### config.mk
export PLATFORM = sky130hd
export DESIGN_NAME = octant_circle_point_generator_core
export DESIGN_NICKNAME = d
export VERILOG_FILES = /design/src/hw/rtl/ocpg_pkg.sv /design/src/hw/rtl/octant_circle_point_generator_core.sv
export SDC_FILE = /design/constraint.sdc
export NUM_CORES = 1
export LEC_CHECK = 0
export ABC_AREA = 1
export BUFFER_PORTS_ARGS = -buffer_cell sky130_fd_sc_hd__buf_2
export CAP_MARGIN = 20
export CELL_PAD_IN_SITES_DETAIL_PLACEMENT = 1
export CELL_PAD_IN_SITES_GLOBAL_PLACEMENT = 2
export CORE_UTILIZATION = 41
export CTS_CLUSTER_SIZE = 16
export DETAILED_ROUTE_END_ITERATION = 16
export PLACE_DENSITY = 0.83
export SLEW_MARGIN = 20
export SYNTH_ARGS = -nofsm -noshare
export SYNTH_HDL_FRONTEND = slang
export SYNTH_SLANG_ARGS = --single-unit
export TNS_END_PERCENT = 5
### constraint.sdc
create_clock -name clk -period 16.7 [get_ports clk]
set_input_delay 2.505 -clock clk [delete_from_list [all_inputs] [get_ports clk]]
set_output_delay 2.505 -clock clk [all_outputs]
set_load 0.005 [all_outputs]
### src/hw/rtl/ocpg_pkg.sv
`timescale 1ns / 1ps

package ocpg_pkg;

  localparam int COORD_W   = 16;
  localparam int Z_W       = 16;
  localparam int RAD_W     = 12;
  localparam int RR_W      = 2 * RAD_W;
  localparam int OCT_W     = 3;
  localparam int CFG_W     = 16;
  localparam int CFG_IDX_W = 3;
  localparam int NSLOT     = 8;
  localparam int SLOT_W    = 3;
  localparam int ITER_W    = $clog2(RAD_W);

  typedef enum logic [CFG_IDX_W-1:0] {
    CFG_CENTER_X  = 3'd0,
    CFG_CENTER_Y  = 3'd1,
    CFG_CENTER_Z  = 3'd2,
    CFG_RADIUS    = 3'd3,
    CFG_FIRST_OCT = 3'd4,
    CFG_LAST_OCT  = 3'd5
  } cfg_idx_t;

  typedef enum logic [1:0] {
    MODE_AXIS,
    MODE_COLUMN,
    MODE_DIAG
  } mode_t;

endpackage

### src/hw/rtl/octant_circle_point_generator_core.sv
`timescale 1ns / 1ps

// Circle point generator over an octant range. Each accepted item is one tick: restart
// emits the axis points, later ticks emit one mirrored column each, and a final tick,
// when the columns reach the diagonal, the diagonal points. A restart or column tick
// runs the squaring states ST_MUL_R and ST_MUL_X, the subtract state ST_SUB, the shared
// square-root state ST_ROOT and the rounding state ST_ROUND. It then steps through the
// slots up to the last enabled one: up to 8 for a column and up to 4 for axis. Each point
// waits while out_stall is high. A diagonal tick skips the root and steps through up to
// 4 slots. A tick with no circle active emits nothing.
module octant_circle_point_generator_core (
  input  logic                              clk,
  input  logic                              rst_n,
  input  logic                              cfg_we,
  input  logic [ocpg_pkg::CFG_IDX_W-1:0]    cfg_index,
  input  logic [ocpg_pkg::CFG_W-1:0]        cfg_wdata,
  input  logic                              in_valid,
  output logic                              in_stall,
  input  logic                              in_restart,
  output logic                              out_valid,
  input  logic                              out_stall,
  output logic signed [ocpg_pkg::COORD_W-1:0] out_point_x,
  output logic signed [ocpg_pkg::COORD_W-1:0] out_point_y,
  output logic signed [ocpg_pkg::Z_W-1:0]   out_point_z,
  output logic [ocpg_pkg::OCT_W-1:0]        out_octant_label,
  output logic                              out_last_of_step,
  output logic                              out_circle_done
);
  import ocpg_pkg::*;

  typedef enum logic [2:0] {
    ST_IDLE,
    ST_MUL_R,
    ST_MUL_X,
    ST_SUB,
    ST_ROOT,
    ST_ROUND,
    ST_EMIT
  } state_t;

  typedef enum logic [1:0] {
    PH_DONE   = 2'd0,
    PH_COLUMN = 2'd1,
    PH_DIAG   = 2'd2
  } phase_t;

  state_t                    state_r;
  phase_t                    phase_r;
  mode_t                     mode_r;
  logic signed [COORD_W-1:0] cx_r;
  logic signed [COORD_W-1:0] cy_r;
  logic signed [Z_W-1:0]     cz_r;
  logic [RAD_W-1:0]          rad_r;
  logic [OCT_W-1:0]          first_oct_r;
  logic [OCT_W-1:0]          last_oct_r;
  logic [RAD_W-1:0]          mx_r;
  logic [RAD_W-1:0]          my_r;
  logic [RAD_W-1:0]          a_r;
  logic [RAD_W-1:0]          b_r;
  logic [NSLOT-1:0]          mask_r;
  logic [SLOT_W-1:0]         slot_r;
  logic [SLOT_W-1:0]         last_slot_r;
  logic [RR_W-1:0]           rem_r;
  logic [RR_W-1:0]           prod_r;
  logic [RR_W-1:0]           res_r;
  logic [RR_W-1:0]           bit_r;
  logic [ITER_W-1:0]         iter_r;

  logic                      out_valid_r;
  logic signed [COORD_W-1:0] out_x_r;
  logic signed [COORD_W-1:0] out_y_r;
  logic signed [Z_W-1:0]     out_z_r;
  logic [OCT_W-1:0]          out_oct_r;
  logic                      out_last_r;
  logic                      out_done_r;

  logic [OCT_W-1:0]          s_oct;
  logic [OCT_W-1:0]          e_oct;
  logic [NSLOT-1:0]          axis_mask;
  logic [NSLOT-1:0]          col_mask;
  logic [NSLOT-1:0]          diag_mask;
  logic [NSLOT-1:0]          acc_mask;
  logic [SLOT_W-1:0]         acc_last;
  logic [RR_W:0]             trial;
  logic [RAD_W-1:0]          my_nxt;
  logic [RAD_W-1:0]          sq_op;
  logic [RR_W-1:0]           sq_val;
  logic signed [RAD_W:0]     pa;
  logic signed [RAD_W:0]     na;
  logic signed [RAD_W:0]     pb;
  logic signed [RAD_W:0]     nb;
  logic signed [RAD_W:0]     dx;
  logic signed [RAD_W:0]     dy;
  logic [OCT_W-1:0]          oct;
  logic                      out_free;
  logic                      slot_on;
  logic                      emit_go;

  assign s_oct = first_oct_r;
  assign e_oct = (last_oct_r < first_oct_r) ? first_oct_r : last_oct_r;

  always_comb begin
    axis_mask    = '0;
    axis_mask[0] = (s_oct <= 3'd4) && (e_oct >= 3'd3);
    axis_mask[1] = (s_oct == 3'd0) || (e_oct == 3'd7);
    axis_mask[2] = (s_oct <= 3'd2) && (e_oct >= 3'd1);
    axis_mask[3] = (s_oct <= 3'd6) && (e_oct >= 3'd5);
    diag_mask    = '0;
    diag_mask[0] = (s_oct <= 3'd3) && (e_oct >= 3'd2);
    diag_mask[1] = (s_oct <= 3'd1);
    diag_mask[2] = (s_oct <= 3'd5) && (e_oct >= 3'd4);
    diag_mask[3] = (e_oct >= 3'd6);
    for (int k = 0; k < NSLOT; k++) begin
      col_mask[k] = (SLOT_W'(k) >= s_oct) && (SLOT_W'(k) <= e_oct);
    end
  end

  always_comb begin
    if (in_restart) begin
      acc_mask = axis_mask;
    end else if (phase_r == PH_COLUMN) begin
      acc_mask = col_mask;
    end else begin
      acc_mask = diag_mask;
    end
    acc_last = '0;
    for (int k = 0; k < NSLOT; k++) begin
      if (acc_mask[k]) begin
        acc_last = SLOT_W'(k);
      end
    end
  end

  assign trial  = {1'b0, res_r} + {1'b0, bit_r};
  assign my_nxt = RAD_W'(res_r + ((rem_r > res_r) ? RR_W'(1) : RR_W'(0)));
  assign sq_op  = (state_r == ST_MUL_R) ? rad_r : mx_r;
  assign sq_val = RR_W'(sq_op) * RR_W'(sq_op);

  always_comb begin
    pa = $signed({1'b0, a_r});
    na = -pa;
    pb = $signed({1'b0, b_r});
    nb = -pb;
    dx = '0;
    dy = '0;
    oct = slot_r;
    case (mode_r)
      MODE_AXIS: begin
        case (slot_r)
          3'd0: begin dy = pa; oct = 3'd4; end
          3'd1: begin dy = na; oct = 3'd0; end
          3'd2: begin dx = pa; oct = 3'd2; end
          default: begin dx = na; oct = 3'd6; end
        endcase
      end
      MODE_COLUMN: begin
        case (slot_r)
          3'd0: begin dx = pa; dy = nb; end
          3'd1: begin dx = pb; dy = na; end
          3'd2: begin dx = pb; dy = pa; end
          3'd3: begin dx = pa; dy = pb; end
          3'd4: begin dx = na; dy = pb; end
          3'd5: begin dx = nb; dy = pa; end
          3'd6: begin dx = nb; dy = na; end
          default: begin dx = na; dy = nb; end
        endcase
      end
      default: begin
        case (slot_r)
          3'd0: begin dx = pa; dy = pa; oct = 3'd3; end
          3'd1: begin dx = pa; dy = na; oct = 3'd1; end
          3'd2: begin dx = na; dy = pa; oct = 3'd5; end
          default: begin dx = na; dy = na; oct = 3'd7; end
        endcase
      end
    endcase
  end

  assign out_free = !out_valid_r || !out_stall;
  assign slot_on  = mask_r[slot_r];
  assign emit_go  = (state_r == ST_EMIT) && slot_on && out_free;

  always_ff @(posedge clk) begin
    if (!rst_n) begin
      state_r     <= ST_IDLE;
      phase_r     <= PH_DONE;
      mx_r        <= RAD_W'(1);
      my_r        <= '0;
      out_valid_r <= 1'b0;
      cx_r        <= '0;
      cy_r        <= '0;
      cz_r        <= '0;
      rad_r       <= RAD_W'(1);
      first_oct_r <= '0;
      last_oct_r  <= 3'd7;
    end else begin
      if (cfg_we) begin
        case (cfg_index)
          CFG_CENTER_X:  cx_r        <= cfg_wdata[COORD_W-1:0];
          CFG_CENTER_Y:  cy_r        <= cfg_wdata[COORD_W-1:0];
          CFG_CENTER_Z:  cz_r        <= cfg_wdata[Z_W-1:0];
          CFG_RADIUS:    rad_r       <= cfg_wdata[RAD_W-1:0];
          CFG_FIRST_OCT: first_oct_r <= cfg_wdata[OCT_W-1:0];
          CFG_LAST_OCT:  last_oct_r  <= cfg_wdata[OCT_W-1:0];
          default: ;
        endcase
      end

      if (emit_go) begin
        out_valid_r <= 1'b1;
      end else if (out_valid_r && !out_stall) begin
        out_valid_r <= 1'b0;
      end

      case (state_r)
        ST_IDLE: begin
          if (in_valid) begin
            mask_r      <= acc_mask;
            last_slot_r <= acc_last;
            slot_r      <= '0;
            if (in_restart) begin
              mode_r  <= MODE_AXIS;
              a_r     <= rad_r;
              mx_r    <= RAD_W'(1);
              state_r <= ST_MUL_R;
            end else begin
              case (phase_r)
                PH_COLUMN: begin
                  mode_r  <= MODE_COLUMN;
                  a_r     <= mx_r;
                  b_r     <= my_r;
                  mx_r    <= mx_r + RAD_W'(1);
                  state_r <= ST_MUL_R;
                end
                PH_DIAG: begin
                  mode_r  <= MODE_DIAG;
                  a_r     <= mx_r;
                  phase_r <= PH_DONE;
                  state_r <= ST_EMIT;
                end
                default: phase_r <= PH_DONE;
              endcase
            end
          end
        end
        ST_MUL_R: begin
          rem_r   <= sq_val;
          state_r <= ST_MUL_X;
        end
        ST_MUL_X: begin
          prod_r  <= sq_val;
          state_r <= ST_SUB;
        end
        ST_SUB: begin
          rem_r   <= (rem_r > prod_r) ? (rem_r - prod_r) : '0;
          res_r   <= '0;
          bit_r   <= RR_W'(1) << (RR_W - 2);
          iter_r  <= ITER_W'(RAD_W - 1);
          state_r <= ST_ROOT;
        end
        ST_ROOT: begin
          if ({1'b0, rem_r} >= trial) begin
            rem_r <= rem_r - trial[RR_W-1:0];
            res_r <= (res_r >> 1) + bit_r;
          end else begin
            res_r <= res_r >> 1;
          end
          bit_r <= bit_r >> 2;
          if (iter_r == '0) begin
            state_r <= ST_ROUND;
          end else begin
            iter_r <= iter_r - ITER_W'(1);
          end
        end
        ST_ROUND: begin
          my_r <= my_nxt;
          if (mx_r < my_nxt) begin
            phase_r <= PH_COLUMN;
          end else if (mx_r == my_nxt) begin
            phase_r <= PH_DIAG;
          end else begin
            phase_r <= PH_DONE;
          end
          state_r <= ST_EMIT;
        end
        ST_EMIT: begin
          if (!slot_on || out_free) begin
            if (slot_on) begin
              out_x_r     <= cx_r + COORD_W'(dx);
              out_y_r     <= cy_r + COORD_W'(dy);
              out_z_r     <= cz_r;
              out_oct_r   <= oct;
              out_last_r  <= (slot_r == last_slot_r);
              out_done_r  <= (slot_r == last_slot_r) && (phase_r == PH_DONE);
            end
            if (slot_r == last_slot_r) begin
              state_r <= ST_IDLE;
            end else begin
              slot_r <= slot_r + SLOT_W'(1);
            end
          end
        end
        default: state_r <= ST_IDLE;
      endcase
    end
  end

  assign in_stall         = (state_r != ST_IDLE);
  assign out_valid        = out_valid_r;
  assign out_point_x      = out_x_r;
  assign out_point_y      = out_y_r;
  assign out_point_z      = out_z_r;
  assign out_octant_label = out_oct_r;
  assign out_last_of_step = out_last_r;
  assign out_circle_done  = out_done_r;

endmodule
==> impl_metrics.csv, run 1 <==
group,metric,value,unit
drt,drt-total-wl,82400,um
worst_setup_path,worst_ep_required_time,17.02,ns
worst_hold_path,timing.hold.worst_path_depth,0,
synthesis,synth.yosys.seq_area_share,0.303,
cts,cts.sinks,276,
cts,cts_resized,0,
global_routing,antenna_violations_before_repair,1,
worst_setup_path,crit_path_max_fanout,24,
synthesis,synth_top_cell_area_share,0.224,
drt,detail_route.wl_per_cell,20.3,um
drt,drc_viols,0,
synthesis,synth.yosys.warnings,0,
global_routing,pin_count_of_the_biggest_net_entering_global_routing,82,
global_routing,grt_usage,0.279,
floorplanning,die_h,245,um
cts,cts_setup_buffers,0,
layout,drive_gt1_frac,0.0776,
layout,areaGrowthSynthToFinish,9.53,%
drt,vias_per_cell,5.45,
synthesis,number_of_synthesized_flops_with_an_enable_pin,180,
synthesis,yosys_register_bits,276,
synthesis,synth_common_cells,"sky130_fd_sc_hd__nand2_1, sky130_fd_sc_hd__inv_1, sky130_fd_sc_hd__nor2_1, sky130_fd_sc_hd__o21ai_0, sky130_fd_sc_hd__a21oi_1",
synthesis,synth.net_count,3516,
worst_hold_path,hold-path-endpoint,"b_r[11]",
power_and_ir_drop,peakVddDrop,0.0914,mV
cts,cts-root-to-sink-buffers,3,
timing,holdWs,0.426,ns
floorplanning,floorplan.initialDensity,0.417,
timing,timing.setup.tns,0,ns
timing,final-setup-viol-count,0,
floorplanning,die-area,59900,sq um
global_routing,globalRouteOverflowTotal,0,
cts,cts_buffers,36,
cts,cts.htree.levels,2,
worst_setup_path,r2r-start,"state_r[0]",
timing,final_period_minus_worst_setup_slack,6.68,ns
layout,diodes,0,
drt,via_count,22081,
drt,firstDrtPassIters,6,
worst_hold_path,path_category_of_the_worst_min_delay_check,"register to register",
worst_setup_path,cp-end-kind,"register",
drt,route.antenna.remaining_nets,0,
placement,globalplace.congestion,0.917,
worst_setup_path,slack_of_the_worst_reg_to_reg_path,10.02,ns
worst_setup_path,timing_worst_setup_path_type,"register to register",
synthesis,synth-main-ff-cell,"sky130_fd_sc_hd__edfxtp_1",
timing,final.setup_skew,0.0257,ns
synthesis,synth.avg_cell_area,7.56,sq um
layout,nNetsFinal,3580,
placement,dpl.hpwl,66400,um
cts,holdBufCountCts,0,
worst_setup_path,worstRegToRegCells,26,
power_and_ir_drop,power_density,116,nW/um^2
timing,worst_slew_margin_rel,0.293,
worst_setup_path,crit_path_start_kind,"register",
worst_setup_path,critical_path.reg2reg.endpoint,"rem_r[18]",
worst_setup_path,cp.arrival,7.00,ns
run_status,outcome,"finished, final reports clean",
placement,numPortBuffers,79,
floorplanning,core,57900,sq um
synthesis,postSynth.asyncResetShare,0,
cts,tritoncts,"built",
global_routing,first_global_vias,23159,
flow_run,number_of_violations_of_the_max_capacitance_limit,0,
synthesis,yosys-top-cells-area,"sky130_fd_sc_hd__edfxtp_1, sky130_fd_sc_hd__ha_1, sky130_fd_sc_hd__nand2_1, sky130_fd_sc_hd__dfxtp_1, sky130_fd_sc_hd__inv_1",
timing,timing.final.max_slew_violations,0,
timing,timing.final.crit_share,0.400,
synthesis,netlist-cell-type-count,62,
synthesis,synth_area,24200,sq um
synthesis,synth_largest_area_cell,"sky130_fd_sc_hd__edfxtp_1",
floorplanning,fp-row-count,88,
cts,clock_tree.root_cell,"sky130_fd_sc_hd__clkbuf_16",
cts,clock_latency,0.57,ns
synthesis,postSynthCellCount,3194,
synthesis,synthMostInstantiatedCell,"sky130_fd_sc_hd__nand2_1",
timing,max_freq,150,MHz
floorplanning,die_boundary_width,245,um
timing,report.final.hold_viol_count,0,
worst_hold_path,timing.hold.worst.start,"my_r[11]",
drt,detail_route.iter0.violations,1326,
floorplanning,floorplan.io_pins,80,
timing,transition_at_the_pin_with_the_smallest_max_transition_slack,1.06,ns
power_and_ir_drop,leakage,12.2,nW
global_routing,grt_first_pass_wirelength,132000,um
cts,cts.reportedPaths.clkPinSlew,0.06,ns
layout,fillers,7296,
timing,rsz0062_at_grt,"no",
[registers in the layout, summed over array words and instances, names as in the netlist, 16 cells and up]
signal       flops
rem_r           24
cy_r            16
prod_r          23
out_point_y     16
out_point_x     16
res_r           24
cz_r            16
out_point_z     16
cx_r            16
[layout by cell type (no fill, tap or decap), types with 8 or more instances in the layout]
master                      count
sky130_fd_sc_hd__dfxtp_1       96
sky130_fd_sc_hd__o221ai_1      17
sky130_fd_sc_hd__buf_4         12
sky130_fd_sc_hd__o21ai_1       15
sky130_fd_sc_hd__nand4_1       37
sky130_fd_sc_hd__nor2_4         8
sky130_fd_sc_hd__o211ai_1      28
sky130_fd_sc_hd__o22ai_1       15
sky130_fd_sc_hd__nand2_1      560
sky130_fd_sc_hd__buf_2         79
sky130_fd_sc_hd__nor3_1        40
sky130_fd_sc_hd__fa_1          85
sky130_fd_sc_hd__o21ai_2       15
sky130_fd_sc_hd__a31oi_1       16
sky130_fd_sc_hd__inv_1        490
sky130_fd_sc_hd__inv_2         18
sky130_fd_sc_hd__o31ai_1        8
sky130_fd_sc_hd__clkbuf_16     36
sky130_fd_sc_hd__a21o_1        14
sky130_fd_sc_hd__a21oi_1      213
sky130_fd_sc_hd__nor2_1       374
sky130_fd_sc_hd__nand2_2       13
sky130_fd_sc_hd__a21oi_2        9
sky130_fd_sc_hd__xor2_1        82
sky130_fd_sc_hd__or2_2         17
sky130_fd_sc_hd__nor2_2        11
sky130_fd_sc_hd__clkinv_1       9
sky130_fd_sc_hd__edfxtp_1     180
sky130_fd_sc_hd__ha_1         212
sky130_fd_sc_hd__a211oi_1      13
sky130_fd_sc_hd__o21ai_0      270
sky130_fd_sc_hd__nand3_1      159
sky130_fd_sc_hd__xnor2_1       33
sky130_fd_sc_hd__o21bai_1      13
[worst max-delay path by stage]
stage                    start         endpoint  slack [ns]  depth (start not counted)
finish              state_r[0]        rem_r[18]       10.02                         26
floorplan                rst_n  out_circle_done        9.47                          4
global route        state_r[0]        rem_r[16]        9.57                         26
CTS                 state_r[0]        rem_r[16]        9.94                         26
global placement    state_r[0]        rem_r[16]       10.07                         26
detailed placement  state_r[0]        rem_r[16]        9.94                         26
[cell type report]
class | count | area (sq um) | area share
flip-flops and latches | 276 | 7330 | 0.277
repair buffers | 92 | 513 | 0.0194
clock buffers | 46 | 978 | 0.0370
well taps | 765 | 957 | 0.0362
multi-input cells | 2340 | 14600 | 0.552
clock inverters | 20 | 160 | 0.00605
inverters | 512 | 1920 | 0.0726
[report_power, final]
| group | switching [mW] | internal [mW] |
|---|---|---|
| logic | 0.979 | 0.425 |
| registers | 0.0737 | 0.835 |
| clock network | 0.325 | 0.434 |
| total | 1.38 | 1.69 |
[worst max-delay path: stages, from the launching register on]
cell and delay [ns]:
sky130_fd_sc_hd__dfxtp_1 0.39, sky130_fd_sc_hd__inv_1 0.09, sky130_fd_sc_hd__nor2_1 0.11, sky130_fd_sc_hd__inv_1 0.08
sky130_fd_sc_hd__nor2_1 0.23, sky130_fd_sc_hd__inv_2 0.25, sky130_fd_sc_hd__nand2_1 0.14, sky130_fd_sc_hd__o21ai_2 0.08
sky130_fd_sc_hd__inv_1 0.33, sky130_fd_sc_hd__nor2_1 0.16, sky130_fd_sc_hd__fa_1 0.56, sky130_fd_sc_hd__inv_1 0.06
sky130_fd_sc_hd__fa_1 0.53, sky130_fd_sc_hd__inv_1 0.06, sky130_fd_sc_hd__fa_1 0.51, sky130_fd_sc_hd__fa_1 0.55
sky130_fd_sc_hd__inv_1 0.06, sky130_fd_sc_hd__fa_1 0.55, sky130_fd_sc_hd__inv_1 0.05, sky130_fd_sc_hd__ha_1 0.36
sky130_fd_sc_hd__a21oi_1 0.20, sky130_fd_sc_hd__o21ai_0 0.14, sky130_fd_sc_hd__a21oi_1 0.28, sky130_fd_sc_hd__o21bai_1 0.16
sky130_fd_sc_hd__or2_2 0.32, sky130_fd_sc_hd__nand3_1 0.08, sky130_fd_sc_hd__nand3_1 0.08
[through the flow]
stage                     std cells   util  setup WS [ns]  power [mW]  instance area (sq um)
after floorplan                3194      -           9.47        1.88                  24200
after detailed placement       3984  0.437           9.94        2.31                  25300
after global routing           4051  0.457           9.57        3.29                  26500
final                          4051  0.457          10.02        3.07                  26500
after global placement         3984  0.437          10.07        2.28                  25300
after CTS                      4050  0.456           9.94        3.09                  26400
[routing by layer]
metal / part of all wire / global-route usage
met2: 0.48 / 0.481
met4: 0.039 / 0.108
met3: 0.033 / 0.0298
met1: 0.45 / 0.357
met5: 0 / 0
[cells by family (layout without fill, tap and decap cells)]
family / Yosys count / in the layout / share of synthesized area
simple gates: 1253 / 1253 / 0.221
compound gates: 674 / 674 / 0.160
buf+inv: 578 / 670 / 0.0937
fa+ha+maj: 297 / 297 / 0.180
flops: 276 / 276 / 0.303
xor+xnor: 115 / 115 / 0.0417
mux: 1 / 1 / 0.000466
(Power assumes the default switching activity.)
==> run 2: changes to the inputs <==
--- a/config.mk
+++ b/config.mk
@@ -5,15 +5,15 @@
 export SDC_FILE = /design/constraint.sdc
 export NUM_CORES = 1
 export LEC_CHECK = 0
-export ABC_AREA = 1
+export ABC_AREA = 0
 export BUFFER_PORTS_ARGS = -buffer_cell sky130_fd_sc_hd__buf_2
 export CAP_MARGIN = 20
 export CELL_PAD_IN_SITES_DETAIL_PLACEMENT = 1
 export CELL_PAD_IN_SITES_GLOBAL_PLACEMENT = 2
-export CORE_UTILIZATION = 41
+export CORE_UTILIZATION = 36
 export CTS_CLUSTER_SIZE = 16
 export DETAILED_ROUTE_END_ITERATION = 16
-export PLACE_DENSITY = 0.83
+export PLACE_DENSITY = 0.73
 export SLEW_MARGIN = 20
 export SYNTH_ARGS = -nofsm -noshare
 export SYNTH_HDL_FRONTEND = slang
==> constraint.sdc (replaced) <==
create_clock -name clk -period 5.4 [get_ports clk]
set_input_delay 0.81 -clock clk [delete_from_list [all_inputs] [get_ports clk]]
set_output_delay 0.81 -clock clk [all_outputs]
set_load 0.005 [all_outputs]
==> run 2 against run 1 <==
The run now ends with setup timing left. Sequential share of layout area shrank 0.58 points. Critical path depth shrank 2. Register-to-register slack lost 11 ns. Clock skew shrank 0.0016 ns. Final cell count shrank 9.6%. Total power grew 76%. Die area grew 7.1%. Hold slack lost 0.0061 ns. Synthesized cell count shrank 19%. Flip-flop and latch count is the same. Sequential power grew to 2.5 times the previous value.
==> impl_metrics.csv, run 2 <==
group,metric,value,unit
run_status,outcome,"complete, but fails checks",
run_status,violations,"setup timing",
layout,layout_commonest_cell,"sky130_fd_sc_hd__nand2_1",
worst_setup_path,path_cells,"nand2b_4, nor2_4, buf_12, mux2_4, buf_6, nand2_4, fa_2, fa_1, inv_2, fa_1, fa_1, inv_1, fa_1, inv_2, ha_4, a21o_1, a21oi_2, o21ai_2, and3_1, a221o_1, o21a_1, nor2_2, xnor2_2, a221o_1",
synthesis,yosys.area_share.adder,0.192,
layout,fillers,7271,
synthesis,synth.net_count,2907,
cts,clock_latency,0.56,ns
synthesis,synth_top_cell_area_share,0.238,
synthesis,synth-main-ff-cell,"sky130_fd_sc_hd__edfxtp_1",
cts,cts-root-to-sink-buffers,3,
global_routing,grt_usage,0.240,
global_routing,first_global_vias,20927,
timing,final-setup-viol-count,24,
synthesis,synth.yosys.seq_area_share,0.322,
worst_hold_path,path_category_of_the_worst_min_delay_check,"register to register",
layout,diodes,0,
floorplanning,floorplan.io_pins,80,
timing,rsz0062_at_grt,"yes",
worst_setup_path,cpMostUsedCell,"sky130_fd_sc_hd__fa_1",
global_routing,pin_count_of_the_biggest_net_entering_global_routing,49,
worst_setup_path,timing.critical_path.slowest_cell_delay,0.53,ns
cts,tritoncts,"built",
placement,dpl_worst_slack,-0.904,ns
worst_setup_path,critPathSlowestCell,"sky130_fd_sc_hd__fa_1",
drt,firstDrtPassIters,5,
flow_run,number_of_violations_of_the_max_capacitance_limit,0,
timing,timing.final.crit_share,1.15,
drt,detail_route.iter0.violations,880,
drt,route.antenna.remaining_nets,0,
synthesis,synth_area,22700,sq um
global_routing,antenna_violations_before_repair,0,
global_routing,globalRouteOverflowTotal,0,
timing,timing.setup.tns,-10.27,ns
synthesis,number_of_synthesized_flops_with_an_enable_pin,180,
timing,final_period_minus_worst_setup_slack,6.21,ns
power_and_ir_drop,leakage,11.8,nW
cts,cts.sinks,276,
synthesis,synth.area.mux_share,0.0212,
global_routing,grt_first_pass_wirelength,120000,um
drt,detail_route.wl_per_cell,20.7,um
worst_setup_path,path_delay_family,"adder cells",
worst_setup_path,critical_path.n_buffers_inverters,5,
layout,layout_common_cells,"sky130_fd_sc_hd__nand2_1, sky130_fd_sc_hd__inv_1, sky130_fd_sc_hd__nor2_1, sky130_fd_sc_hd__ha_1, sky130_fd_sc_hd__a21oi_1",
layout,nNetsFinal,3119,
floorplanning,fp-row-count,91,
synthesis,yosys.area_share.xor_xnor,0.0678,
layout,drive_gt1_frac,0.173,
floorplanning,die_h,253,um
placement,numPortBuffers,79,
worst_setup_path,cp.arrival,6.51,ns
synthesis,dominant_combinational_cell_family_by_area_after_synthesis,"adder cells",
timing,max_freq,161,MHz
floorplanning,floorplan.initialDensity,0.366,
cts,cts.htree.levels,2,
synthesis,synth.avg_cell_area,8.79,sq um
worst_setup_path,cp-end-kind,"register",
worst_setup_path,crit_path_start_kind,"register",
cts,clock_tree.root_cell,"sky130_fd_sc_hd__clkbuf_16",
placement,cell_count_post_placement,3580,
drt,vias_per_cell,5.36,
worst_setup_path,timing_worst_setup_path_type,"register to register",
worst_setup_path,worst_ep_required_time,5.71,ns
layout,fin_util,0.436,
placement,globalplace.congestion,0.894,
synthesis,synth.yosys.warnings,0,
timing,worst_slew_margin_rel,0.301,
layout,finish.cell_count_without_fillers,3662,
synthesis,yosys-top-cells-area,"sky130_fd_sc_hd__edfxtp_1, sky130_fd_sc_hd__ha_1, sky130_fd_sc_hd__dfxtp_1, sky130_fd_sc_hd__fa_1, sky130_fd_sc_hd__nand2_1",
cts,cts.reportedPaths.clkPinSlew,0.07,ns
layout,biggestRegsByFlops,"rem_r (24), res_r (24), prod_r (23)",
floorplanning,die-area,64100,sq um
synthesis,netlist-cell-type-count,81,
power_and_ir_drop,power_density,200,nW/um^2
drt,via_count,19634,
timing,final.setup_skew,0.0241,ns
power_and_ir_drop,peakVddDrop,0.172,mV
synthesis,post_synth_and_or_nand_nor_area_fraction,0.162,
synthesis,synth_common_cells,"sky130_fd_sc_hd__nand2_1, sky130_fd_sc_hd__inv_1, sky130_fd_sc_hd__nor2_1, sky130_fd_sc_hd__ha_1, sky130_fd_sc_hd__a21oi_1",
floorplanning,die_boundary_width,253,um
drt,drt-total-wl,76000,um
drt,drc_viols,0,
timing,report.final.hold_viol_count,0,
floorplanning,core,62100,sq um
cts,cts_buffers,36,
synthesis,synth-compound-area-share,0.178,
layout,areaGrowthSynthToFinish,19.0,%
synthesis,postSynthCellCount,2585,
timing,timing.final.max_slew_violations,0,
synthesis,synth_largest_area_cell,"sky130_fd_sc_hd__edfxtp_1",
timing,timing.final.ws_setup,-0.805,ns
worst_setup_path,crit_path_max_fanout,8,
synthesis,yosys_register_bits,276,
synthesis,synthMostInstantiatedCell,"sky130_fd_sc_hd__nand2_1",
synthesis,postSynth.asyncResetShare,0,
placement,dpl.hpwl,59100,um
timing,transition_at_the_pin_with_the_smallest_max_transition_slack,1.02,ns
## run 2: cell types whose count changed after synthesis, moves of 82 or more
cell,change
sky130_fd_sc_hd__nand3_1,-114
sky130_fd_sc_hd__nor2_1,-153
sky130_fd_sc_hd__inv_1,-250
sky130_fd_sc_hd__nand2_1,-241
sky130_fd_sc_hd__xnor2_1,+82
sky130_fd_sc_hd__o21ai_0,-153
## run 2: cells by family (layout without fill, tap and decap cells)
logic type	Yosys count	in the layout
AOI/OAI and AO/OA	633	633
xor gates and xnor gates	175	175
adders and majority gates	297	297
buffers and inverters	349	589
DFF	276	276
muxes	43	43
and+or+nand+nor	812	812
## run 2: routing by layer
| layer | part of all wire | track usage | vias to the layer above |
|---|---|---|---|
| li1 | - | - | 9498 |
| met1 | 0.42 | 0.292 | 9710 |
| met2 | 0.52 | 0.442 | 302 |
| met3 | 0.027 | 0.0230 | 124 |
| met4 | 0.031 | 0.0779 | 0 |
| met5 | 0 | 0 | - |
## run 2: final timing paths
kind / slack [ns] / cells after the start / from / end
min: 0.42 / 0 / cz_r[0] / out_point_z[0]
max: -0.81 / 24 / state_r[2] / rem_r[21]
max reg2reg: -0.81 / 24 / state_r[2] / rem_r[21]
min reg2reg: 0.42 / 0 / cz_r[0] / out_point_z[0]
## run 2: layout make-up
type / count / area, sq um / share of cell area
repair buffers: 275 / 1930 / 0.0715
multi-input cells: 1960 / 14600 / 0.540
well taps: 837 / 1050 / 0.0387
clock inverters: 16 / 148 / 0.00546
flip-flops and latches: 276 / 7330 / 0.271
clock buffers: 50 / 1030 / 0.0379
inverters: 248 / 951 / 0.0352
## run 2: per-stage QoR
step	hold slack, ns	instance area, sq um	total power, mW
floorplan	0.408	22900	2.77
global placement	0.411	25400	3.00
detailed placement	0.417	25400	3.01
CTS	0.429	26900	5.48
global route	0.440	27000	5.61
finish	0.420	27000	5.41
## run 2: worst register-to-register path, cell delays in order (launching register included)
cell                       delay, ns
sky130_fd_sc_hd__dfxtp_2        0.32
sky130_fd_sc_hd__nand2b_4       0.15
sky130_fd_sc_hd__nor2_4         0.14
sky130_fd_sc_hd__buf_12         0.17
sky130_fd_sc_hd__mux2_4         0.39
sky130_fd_sc_hd__buf_6          0.14
sky130_fd_sc_hd__nand2_4        0.07
sky130_fd_sc_hd__fa_2           0.47
sky130_fd_sc_hd__fa_1           0.51
sky130_fd_sc_hd__inv_2          0.04
sky130_fd_sc_hd__fa_1           0.49
sky130_fd_sc_hd__fa_1           0.53
sky130_fd_sc_hd__inv_1          0.05
sky130_fd_sc_hd__fa_1           0.53
sky130_fd_sc_hd__inv_2          0.07
sky130_fd_sc_hd__ha_4           0.24
sky130_fd_sc_hd__a21o_1         0.19
sky130_fd_sc_hd__a21oi_2        0.16
sky130_fd_sc_hd__o21ai_2        0.09
sky130_fd_sc_hd__and3_1         0.17
sky130_fd_sc_hd__a221o_1        0.31
sky130_fd_sc_hd__o21a_1         0.21
sky130_fd_sc_hd__nor2_2         0.15
sky130_fd_sc_hd__xnor2_2        0.08
sky130_fd_sc_hd__a221o_1        0.30
## run 2: report_power, final
| part | switching, mW | total (mW) | internal, mW |
|---|---|---|---|
| clock network | 0.999 | 2.43 | 1.43 |
| logic | 0.417 | 0.665 | 0.248 |
| registers | 0.0368 | 2.31 | 2.28 |
| total | 1.45 | 5.41 | 3.96 |
## run 2: repair_timing
item                       4_1_cts  5_1_grt
gates resized for setup         47       49
hold endpoints to repair         0        0
cloned                           1        0
pin swaps                       43       22
setup endpoints to repair       25       77
setup buffers                   11        7
hold buffers                     0        0
==> run 3: changes to the inputs <==
--- a/config.mk
+++ b/config.mk
@@ -10,6 +10,7 @@
 export CAP_MARGIN = 20
 export CELL_PAD_IN_SITES_DETAIL_PLACEMENT = 1
 export CELL_PAD_IN_SITES_GLOBAL_PLACEMENT = 2
+export CORE_ASPECT_RATIO = 1.75
 export CORE_UTILIZATION = 36
 export CTS_CLUSTER_SIZE = 16
 export DETAILED_ROUTE_END_ITERATION = 16
==> run 3 against run 2 <==
The flow still finishes with violations (setup timing). Sequential power hardly changed. Hold slack better by 0.012 ns. Via count is 1.7% higher. Flip-flop and latch count stayed put. Design area is 0.84% higher. Fmax is 0.14% lower. Wire length is 7.1% higher. Non-clock buffer count is 36 higher. Register-to-register slack hardly changed. Clock power is 8% lower. First-iteration DRC count is 17% lower. Critical path type unchanged. Largest power group is now registers. Highest routed layer unchanged.
==> impl_metrics.csv, run 3 (synthesis gave the netlist of run 2 again) <==
group,metric,value,unit
timing,holdWs,0.432,ns
cts,clock_tree.root_cell,"sky130_fd_sc_hd__clkbuf_16",
global_routing,grt_usage,0.255,
global_routing,grt_use_met2,0.520,
worst_setup_path,crit_path_start_kind,"register",
power_and_ir_drop,leakage,11.9,nW
layout,layout_commonest_cell,"sky130_fd_sc_hd__nand2_1",
worst_setup_path,cp.arrival,6.56,ns
layout,nNetsFinal,3149,
power_and_ir_drop,power_density,193,nW/um^2
placement,numPortBuffers,79,
timing,report.final.hold_viol_count,0,
worst_setup_path,path_delay_family,"adder cells",
cts,clock_latency,0.60,ns
worst_setup_path,crit_path_max_fanout,7,
timing,transition_at_the_pin_with_the_smallest_max_transition_slack,1.04,ns
cts,cts_buffers,30,
global_routing,routing_usage_on_met1,0.241,
placement,globalplace.congestion,0.925,
worst_setup_path,critical_path.reg2reg.endpoint,"rem_r[22]",
floorplanning,die_h,334,um
timing,rsz0062_at_grt,"yes",
global_routing,grt_first_pass_wirelength,125000,um
floorplanning,die-area,64200,sq um
timing,timing.final.ws_setup,-0.814,ns
timing,timing.final.max_slew_violations,0,
global_routing,pin_count_of_the_biggest_net_entering_global_routing,44,
timing,max_freq,161,MHz
floorplanning,die_boundary_width,192,um
placement,placed_area,25600,sq um
worst_setup_path,timing_worst_setup_path_type,"register to register",
worst_setup_path,cp-end-kind,"register",
drt,detail_route.wl_per_cell,22.3,um
global_routing,first_global_vias,21756,
floorplanning,core,62400,sq um
worst_hold_path,hold-path-endpoint,"b_r[11]",
timing,final-setup-viol-count,25,
global_routing,grt_most_used_layer,"met2",
cts,cts-root-to-sink-buffers,3,
timing,timing.setup.tns,-11.75,ns
run_status,outcome,"complete, but fails checks",
floorplanning,fp-row-count,121,
global_routing,antenna_violations_before_repair,0,
timing,final.setup_skew,0.0182,ns
drt,firstDrtPassIters,5,
worst_setup_path,timing.critical_path.slowest_cell_delay,0.57,ns
power_and_ir_drop,power.total,5.26,mW
floorplanning,floorplan.initialDensity,0.364,
worst_hold_path,path_category_of_the_worst_min_delay_check,"register to register",
cts,cts.htree.levels,1,
layout,fin_util,0.437,
layout,fillers,7241,
placement,dpl.hpwl,66000,um
layout,areaGrowthSynthToFinish,20.0,%
layout,layout.area.seq,7330,sq um
drt,drc_viols,0,
power_and_ir_drop,peakVddDrop,0.253,mV
worst_setup_path,slack_of_the_worst_reg_to_reg_path,-0.81,ns
floorplanning,floorplan.io_pins,80,
cts,cts.reportedPaths.clkPinSlew,0.07,ns
timing,worst_slew_margin_rel,0.307,
drt,drt-total-wl,81300,um
layout,layout_common_cells,"sky130_fd_sc_hd__nand2_1, sky130_fd_sc_hd__inv_1, sky130_fd_sc_hd__buf_4",
worst_setup_path,r2r-start,"state_r[2]",
layout,footprint_of_the_multi_input_gates,14700,sq um
drt,via_count,19970,
global_routing,global_route.usage.met3,0.0174,
worst_hold_path,timing.hold.worst.start,"my_r[11]",
worst_setup_path,critPathSlowestCell,"sky130_fd_sc_hd__fa_1",
cts,cts.sinks,276,
global_routing,globalRouteOverflowTotal,0,
run_status,violations,"setup timing",
layout,diodes,0,
cts,tritoncts,"built",
drt,detail_route.iter0.violations,732,
worst_setup_path,critical_path.n_buffers_inverters,8,
worst_setup_path,worstRegToRegCells,25,
layout,drive_gt1_frac,0.185,
timing,final_period_minus_worst_setup_slack,6.21,ns
flow_run,number_of_violations_of_the_max_capacitance_limit,0,
worst_setup_path,worst_ep_required_time,5.74,ns
layout,design_area,27300,sq um
layout,biggestRegsByFlops,"rem_r (24), res_r (24), prod_r (23)",
worst_hold_path,timing.hold.worst_path_depth,0,
timing,timing.final.crit_share,1.15,
drt,vias_per_cell,5.47,
drt,route.antenna.remaining_nets,0,
run 3: final cells by class:
cell class,count,share of cell area
multi-input combinational,1960,0.538
sequential,276,0.269
timing repair buffer,311,0.0826
tap,799,0.0367
clock buffer,45,0.0354
inverter,248,0.0350
clock inverter,11,0.00381
run 3: metal layers:
| metal | vias to the layer above | routed length, um |
|---|---|---|
| met1 | 9926 | 27600 |
| met5 | - | 0 |
| met2 | 331 | 46800 |
| li1 | 9529 | - |
| met4 | 0 | 5290 |
| met3 | 184 | 1610 |
run 3: power by group:
part / leakage (nW) / internal (mW) / switching, mW
clock: 0.536 / 1.29 / 0.937
combinational: 8.96 / 0.269 / 0.446
sequential: 2.44 / 2.27 / 0.0402
run 3: how the worst max path moves through the flow:
stage,startpoint,slack (ns),cells after the start,end
after floorplan,state_r[2],-0.62,25,rem_r[22]
after global placement,state_r[2],-0.86,22,rem_r[22]
after detailed placement,state_r[2],-0.98,23,rem_r[22]
after CTS,state_r[2],-0.86,26,rem_r[22]
after global routing,state_r[2],-1.04,25,rem_r[22]
final,state_r[2],-0.81,25,rem_r[22]
run 3: repair_timing:
item	in CTS	in global routing
resized for setup	52	60
setup buffers	8	13
endpoints found under the hold margin	0	0
setup endpoints to repair	28	79
pin swaps	27	31
hold buffers	0	0
cloned	1	0
run 3: worst register-to-register path, cell delays in order (launching register included):
cell and delay (ns):
sky130_fd_sc_hd__dfxtp_2 0.32, sky130_fd_sc_hd__nand2b_4 0.14, sky130_fd_sc_hd__nor2_4 0.16, sky130_fd_sc_hd__buf_12 0.17, sky130_fd_sc_hd__buf_12 0.11, sky130_fd_sc_hd__mux2i_4 0.09
sky130_fd_sc_hd__buf_6 0.15, sky130_fd_sc_hd__buf_4 0.13, sky130_fd_sc_hd__nor2_4 0.09, sky130_fd_sc_hd__inv_2 0.04, sky130_fd_sc_hd__fa_1 0.54, sky130_fd_sc_hd__inv_1 0.05
sky130_fd_sc_hd__fa_1 0.54, sky130_fd_sc_hd__fa_2 0.48, sky130_fd_sc_hd__fa_1 0.57, sky130_fd_sc_hd__inv_2 0.06, sky130_fd_sc_hd__fa_2 0.57, sky130_fd_sc_hd__inv_2 0.07
sky130_fd_sc_hd__ha_4 0.26, sky130_fd_sc_hd__a21oi_4 0.19, sky130_fd_sc_hd__o21ai_4 0.10, sky130_fd_sc_hd__and2_4 0.15, sky130_fd_sc_hd__o41a_1 0.34, sky130_fd_sc_hd__a31oi_1 0.19
sky130_fd_sc_hd__xnor2_1 0.13, sky130_fd_sc_hd__a221o_1 0.32
run 3: metrics by stage:
step,worst slack (ns),std cells
global placement,-0.857,3571
detailed placement,-0.976,3571
CTS,-0.857,3636
floorplan,-0.616,2585
finish,-0.814,3650
global route,-1.04,3650
